`src/tcw_pkg.sv`:
```
// ============================================================================
// Text console writer package
// Request codes, cell constants, sequencer states and shared types.
// ============================================================================
package tcw_pkg;

    // Request kinds carried on the input stream's tuser.
    localparam logic [1:0] REQ_PUT   = 2'd0;
    localparam logic [1:0] REQ_READ  = 2'd1;
    localparam logic [1:0] REQ_CLEAR = 2'd2;

    // A blank cell is a space with the default attribute.
    localparam logic [15:0] BLANK_CELL   = 16'h0F20;
    localparam logic [7:0]  NEWLINE_CODE = 8'h0A;
    localparam logic [7:0]  ATTR_RESET   = 8'h0F;

    typedef enum logic [2:0] {
        ST_IDLE,
        ST_CLEAR,
        ST_SCROLL,
        ST_DRAIN,
        ST_RESP
    } state_t;

    // What a put does besides moving the cursor.
    typedef struct packed {
        logic write_cell;
        logic scroll;
    } cur_flags_t;

endpackage

```
`src/tcw_cursor.sv`:
```
// ============================================================================
// Cursor advance unit
// Computes the cursor position after one put and whether the screen scrolls.
// ============================================================================
module tcw_cursor #(
    parameter int COLUMNS = 80,
    parameter int ROWS    = 25
) (
    input  logic [$clog2(COLUMNS)-1:0] col_in,
    input  logic [$clog2(ROWS)-1:0]    row_in,
    input  logic [7:0]                 code,
    output logic [$clog2(COLUMNS)-1:0] col_out,
    output logic [$clog2(ROWS)-1:0]    row_out,
    output tcw_pkg::cur_flags_t        flags
);

    import tcw_pkg::*;

    localparam int CW = $clog2(COLUMNS);
    localparam int RW = $clog2(ROWS);

    logic [CW:0] c_inc;
    logic [RW:0] r_inc;
    logic        is_nl;
    logic        wrap;
    logic        row_adv;
    logic        bottom;

    always_comb
    begin
        is_nl   = (code == NEWLINE_CODE);
        c_inc   = {1'b0, col_in} + {{CW{1'b0}}, 1'b1};
        r_inc   = {1'b0, row_in} + {{RW{1'b0}}, 1'b1};
        wrap    = !is_nl && (c_inc == (CW+1)'(COLUMNS));
        row_adv = is_nl || wrap;
        // Falling off the bottom keeps the cursor on the last row.
        bottom  = row_adv && (r_inc == (RW+1)'(ROWS));

        col_out = row_adv ? '0 : c_inc[CW-1:0];
        if (row_adv && !bottom)
        begin
            row_out = r_inc[RW-1:0];
        end
        else
        begin
            row_out = row_in;
        end

        flags.write_cell = !is_nl;
        flags.scroll     = bottom;
    end

endmodule

```
`config.mk`:
```
export PLATFORM = sky130hd
export DESIGN_NAME = tcw_cursor
export DESIGN_NICKNAME = d
export VERILOG_FILES = /design/src/tcw_pkg.sv /design/src/tcw_cursor.sv
export SDC_FILE = /design/constraint.sdc
export NUM_CORES = 1
export LEC_CHECK = 0
export BUFFER_PORTS_ARGS = -buffer_cell sky130_fd_sc_hd__buf_2
export CAP_MARGIN = 20
export CORE_AREA = 3 3 40 42
export DETAILED_ROUTE_END_ITERATION = 12
export DIE_AREA = 0 0 43 45
export PLACE_DENSITY_LB_ADDON = 0.05
export SYNTH_ARGS = -nofsm -noshare
export SYNTH_HDL_FRONTEND = slang
export SYNTH_SLANG_ARGS = --single-unit
```
`constraint.sdc`:
```
create_clock -name vclk -period 4.4
set_input_delay 0.66 -clock vclk [all_inputs]
set_output_delay 0.66 -clock vclk [all_outputs]
set_load 0.1 [all_outputs]
```
# Yosys cells after proc, flatten, opt, wreduce, memory -nomap -nowiden
# Index checks and enable logic that the tools add are counted.
[word_totals]
input_bits = 20
ff_bits = 0
elab_cells = 13
output_inout_bits = 14
[classes]
n_eq_ne = 3
n_addsub = 2
reduce_logical = 6
n_mux = 2
[op_table]
columns = ["cell", "count"]
rows = [
  ["adder 7 x 1 -> 8 bit, second input constant", 1],
  ["equality test 8 x 4 -> 1 bit, second input constant", 1],
  ["equality test 8 x 7 -> 1 bit, second input constant", 1],
  ["two-way mux 7 bit", 1],
  ["adder 5 x 1 -> 6 bit, second input constant", 1],
  ["equality test 6 x 5 -> 1 bit, second input constant", 1],
  ["two-way mux 5 bit", 1],
  ["logical AND 1 bit", 3],
  ["logical NOT 1 bit", 2],
  ["logical OR 1 bit", 1],
]

# Longest topological paths before layout
# Gate-level depths: netlist of the first run.
[depth]
depth_word = 8
depth_mapped = 7
depth_no_buf = 7

# Worst setup path after synthesis of the first run
# OpenSTA, ideal clock, no wires.
[synth_path]
path_type = "input to output"
from = "in code[5]"
to = "out row_out[2]"
path_buffers = 0
t_required_ns = 3.740
cell_stages = 6
t_arrival_ns = 3.176
slack_ns = 0.564
path_cell_list = "nor4_1 > and2_2 > inv_2 > o21ai_4 > nand3_1 > xnor2_1"
[synth_rtl]
columns = ["element", "line_no", "rtl"]
rows = [
  ["from (decl)", "tcw_cursor.sv:11", "input logic [7:0] code,"],
  ["to (decl)", "tcw_cursor.sv:13", "output logic [$clog2(ROWS)-1:0] row_out,"],
]

# Final worst setup path of the first run
[layout_path]
from = "in row_in[0]"
to = "out row_out[1]"
[layout_via]
elab_chain_len = 6
[layout_lines]
columns = ["element", "line_no", "rtl"]
rows = [
  ["from (decl)", "tcw_cursor.sv:10", "input logic [$clog2(ROWS)-1:0] row_in,"],
  ["adder 5 x 1 -> 6 bit *", "tcw_cursor.sv:33", "r_inc = {1'b0, row_in} + {{RW{1'b0}}, 1'b1};"],
  ["equality test 6 x 5 -> 1 bit", "tcw_cursor.sv:37", "bottom = row_adv && (r_inc == (RW+1)'(ROWS));"],
  ["logical AND 1 bit", "tcw_cursor.sv:37", ""],
  ["logical NOT 1 bit", "tcw_cursor.sv:40", "if (row_adv && !bottom)"],
  ["logical AND 1 bit", "tcw_cursor.sv:40", ""],
  ["two-way mux 5 bit *", "tcw_cursor.sv:40", ""],
]
# Mark *: on every way between the ends. The rest lies on a longest branch, timed or not.

==> metrics.md, run 1 <==
| Metric | Value |
|---|---|
| Sequential cell count | 0 |
| Clk_buf instances | 0 |
| Vias in the first global route | 452 |
| Routed WL per cell | 10.0 microns |
| Synth Instances | 55 |
| Final Max Slew Viols | 0 |
| Pin count of the biggest net entering global routing | 11 |
| TritonRoute pass-1 iters | 4 |
| Critical Path Fanout Max | 6 |
| Critical Path End Type | output port |
| Peak supply drop | 0.0754 mV |
| GRT Overall Usage | 0.115 |
| Period minus WS final | 3.10 ns |
| Antenna violations before repair | 0 |
| Post-Synth Adder-Cell Area | 0.0946 |
| Die W | 43 microns |
| Io pins | 34 |
| DRT antenna net count | 0 |
| Starting density of the core | 0.309 |
| DP Area | 578 sq um |
| Final Setup Violations | 0 |
| Final wirelength | 1.03 mm |
| Share of layout cells above drive strength 1 | 0.534 |
| Largest family of logic cells by synthesized area | simple AND/OR/NAND/NOR gates |
| Slew @ Worst Pin | 0.488 ns |
| Ys Warns | 0 |
| Max_cap viols | 0 |
| RSZ-0062 raised after global routing | no |
| Post-CTS sizing | 0 |
| CORE AREA | 0.00128 sq mm |
| Kind of critical path | in2out |
| Finished Cell Area | 578 sq um |
| Overall Power | 98.7 uW |
| NetSw | 77.5 uW |
| Area occupied by registers | 0 sq um |
| Post-Layout Cell Count | 103 |
| Post-layout nets | 113 |
| Status | finished clean |
| Register area share after synthesis | 0 |
| Mapped cell area | 397 sq um |
| Critical Path, Cell by Cell | buf_2, inv_1, ha_1, inv_1, a2111oi_2, nor3_1, nand2_2, mux2_2, buf_2 |
| Hold WS | 1.77 ns |
| Critical path launch point type | input pin |
| WP data required | 3.74 ns |
| N_diodes | 0 |
| CP Launch Point | row_in[0] |
| Final Hold Viols | 0 |
| Clock power frac | 0 |
| Slew headroom | 0.677 |
| Die height | 45 microns |
| Global route overflow | 0 |
| Fin crit share | 0.704 |
| Syn nets | 78 |
| Sequential Power Share | 0 |
| Post-synth cell types | 30 |
| Initial DRC count | 4 |
| Place WS | 1.30 ns |
| Leading cell types in the layout, fill and taps excluded | buf_2 (34), nor2_1 (6), nand3_1 (5), inv_1 (4), nor3_1 (4) |
| Synth-to-Final Area Change | 45.7% |
| Worst Hold Class | in2out |
| Combinational share of power | 1.000 |
| Final core occ | 0.450 |
| Leakage | 0.289 nW |
| Routability congestion estimate | 0.771 |
| Post-Place Cells | 103 |
| Cts hold-fix bufs | 0 |
| Switching Share | 0.785 |
| Routed vias/inst | 4.83 |
| Die area | 0.00194 sq mm |
| Final worst slack | 1.30 ns |
| Row count | 13 |
| Power per standard cell area | 171 mW/mm^2 |
| Synth Area in Simple Gates | 0.486 |
| Xor/xnor share of the synthesized area | 0.132 |
| Setup Buffers After CTS | 0 |
| Worst path slowest cell | a2111oi_2 |
| Total number of vias | 497 |
| Cell-internal power | 21.2 uW |
| I/O Buffers | 34 |
| Mux cell area share after synthesis | 0.0946 |
| Achievable frequency | 323 MHz |
| First-pass GRT wire length | 1.89 mm |
| Commonest non-fill, non-tap cell in the layout | buf_2 |
| Hold_sp | col_in[0] |
| Remaining DRCs | 0 |
| Avg Cell Area, Syn | 7.21 sq um |
| Complex-gate fraction of the synthesized area | 0.126 |
| Slowest stage delay, CP | 0.43 ns |
| Setup TNS | 0 ns |
| CP arrival | 2.44 ns |
| HPWL after detailed placement | 903 microns |
[worst max-delay path, delay by kind of cell]
family	cells	cell delay [ns]
mux	1	0.32
simple gates	2	0.28
fa+ha+maj	1	0.18
compound gates	1	0.43
buf+inv	4	0.55
[cells by family after synthesis]
family / Yosys count
mux: 3
fa+ha+maj: 3
simple gates: 32
compound gates: 5
xor+xnor: 6
buf+inv: 6
[worst paths after layout]
| kind | slack (ns) | to | cells after the start |
|---|---|---|---|
| min | 1.77 | col_out[0] | 3 |
| max | 1.30 | row_out[1] | 9 |
[per-layer routing]
layer	global-route usage	vias up	wire, microns
met5	0	-	0
met1	0.171	211	470
met4	0	0	0
li1	-	263	-
met2	0.195	23	458
met3	0.00797	0	101
[cells in the mapped netlist]
master / number / area (sq um)
nor4b_1: 1 / 8.76
nand2_2: 1 / 6.26
mux2_2: 2 / 22.5
and2b_2: 2 / 17.5
nor3_1: 4 / 20.0
inv_2: 1 / 3.75
a21oi_2: 1 / 8.76
inv_1: 4 / 15.0
and2_2: 1 / 7.51
nand2b_1: 1 / 6.26
nor4bb_1: 1 / 10.0
nand4b_1: 1 / 8.76
nor4_1: 1 / 6.26
or3_1: 1 / 6.26
and3_2: 1 / 7.51
a2111oi_2: 1 / 15.0
nand4_2: 1 / 12.5
nor2_1: 6 / 22.5
o21ai_4: 1 / 16.3
xor2_1: 3 / 26.3
nand2_1: 3 / 11.3
buf_4: 1 / 7.51
nand3_1: 5 / 25.0
and4b_1: 1 / 10.0
ha_1: 3 / 37.5
mux2_4: 1 / 15.0
nand4_1: 1 / 6.26
a21oi_1: 1 / 5.00
o21ai_0: 1 / 5.00
xnor2_1: 3 / 26.3
[power groups by stage]
stage	registers (mW)	clock network (mW)	logic, mW
CTS	0	0	0.0994
global placement	0	0	0.0990
global route	0	0	0.104
detailed placement	0	0	0.0992
finish	0	0	0.0987
floorplan	0	0	0.0757
[layout make-up]
type | instances | area [sq um]
Fill cell | 143 | 707
Multi-Input combinational cell | 49 | 370
Timing Repair Buffer | 34 | 170
Inverter | 5 | 18.8
Tap cell | 15 | 18.8
Power figures use the tool's default switching activity.
==> run 2, diff against run 1 <==
clock period = 2.9 ns   (was 4.4 ns; I/O delays follow)
==> metrics.md, run 2 (same netlist as run 1, synthesis figures left out) <==
| Metric | Value |
|---|---|
| Status | finished clean |
| Fin crit share | 0.917 |
| Hold depth | 3 |
| Final core occ | 0.473 |
| Critical Path End Type | output port |
| Slew @ Worst Pin | 0.488 ns |
| CP Launch Point | row_in[0] |
| HPWL after detailed placement | 947 microns |
| N_diodes | 0 |
| Routability congestion estimate | 0.810 |
| Kind of critical path | in2out |
| Max_cap viols | 0 |
| Hold_sp | row_in[2] |
| Commonest non-fill, non-tap cell in the layout | buf_2 |
| Period minus WS final | 2.66 ns |
| Peak supply drop | 0.131 mV |
| Remaining DRCs | 0 |
| Routed WL per cell | 10.3 microns |
| Final wirelength | 1.06 mm |
| Vias in the first global route | 433 |
| First-pass GRT wire length | 1.72 mm |
| WP data required | 2.47 ns |
| Critical Path Fanout Max | 6 |
| DRT antenna net count | 0 |
| Starting density of the core | 0.309 |
| Io pins | 34 |
| Slew headroom | 0.677 |
| Final Hold Viols | 0 |
| Area occupied by registers | 0 sq um |
| CP arrival | 2.22 ns |
| Synth-to-Final Area Change | 53.3% |
| Final Setup Violations | 0 |
| Die area | 0.00194 sq mm |
| Finished Cell Area | 608 sq um |
| Clk_buf instances | 0 |
| TritonRoute pass-1 iters | 2 |
| Area of the multi-input gates | 385 sq um |
| CORE AREA | 0.00128 sq mm |
| Worst Hold Class | in2out |
| Routed vias/inst | 4.83 |
| Hold WS | 1.30 ns |
| Share of layout cells above drive strength 1 | 0.557 |
| Cts hold-fix bufs | 0 |
| Post-CTS sizing | 0 |
| I/O Buffers | 34 |
| Global route overflow | 0 |
| Fillers | 131 |
| Power per standard cell area | 253 mW/mm^2 |
| Place WS | 0.227 ns |
| RSZ-0062 raised after global routing | no |
| Setup Buffers After CTS | 0 |
| Pin count of the biggest net entering global routing | 11 |
| Die height | 45 microns |
| GRT Overall Usage | 0.109 |
| Initial DRC count | 5 |
| Total number of vias | 497 |
| Critical path launch point type | input pin |
| DP Area | 608 sq um |
| Post-layout nets | 113 |
| Final worst slack | 0.241 ns |
| Sequential cell count | 0 |
| Antenna violations before repair | 0 |
| Leading cell types in the layout, fill and taps excluded | buf_2 (33), nor2_1 (6), nand3_1 (5), inv_1 (4), nor3_1 (4) |
| WHS Endpoint | row_out[2] |
| Leakage | 0.308 nW |
| Die W | 43 microns |
| Final Max Slew Viols | 0 |
| Achievable frequency | 376 MHz |
| Row count | 13 |
==> run 2: worst max-delay path by stage <==
stage                       to  slack [ns]  cells after the start
floorplan           col_out[3]       -0.14                      5
global placement    row_out[1]        0.27                      9
detailed placement  row_out[1]        0.23                      9
CTS                 row_out[1]        0.23                      9
global route        row_out[1]        0.09                      9
finish              row_out[1]        0.24                      9
==> run 2: where the power goes <==
| part | internal [mW] | switching [mW] | total, mW |
|---|---|---|---|
| Clock | 0 | 0 | 0 |
| Sequential | 0 | 0 | 0 |
| Combinational | 0.0354 | 0.119 | 0.154 |
==> run 2: cell type report <==
class,count,share of cell area
multi-input combinational,49,0.634
timing repair buffer,34,0.305
inverter,5,0.0309
tap,15,0.0309
==> run 2: critical path, stage by stage <==
cell       delay [ns]
buf_2            0.15
inv_1            0.07
ha_1             0.17
inv_1            0.06
a2111oi_2        0.44
nor3_1           0.17
nand2_2          0.13
mux2_2           0.33
buf_2            0.29
==> run 2: metal layers <==
layer	GRT usage	up-vias	routed length, microns
met5	0	-	0
met3	0.00398	0	100
met1	0.131	206	459
met2	0.225	24	502
li1	-	267	-
met4	0	0	0
==> run 2: stage by stage <==
step | cells | TNS [ns] | power (mW)
final | 103 | 0 | 0.154
after global routing | 103 | 0 | 0.162
after CTS | 103 | 0 | 0.155
after detailed placement | 103 | 0 | 0.155
after global placement | 103 | 0 | 0.155
after floorplan | 55 | -0.688 | 0.116
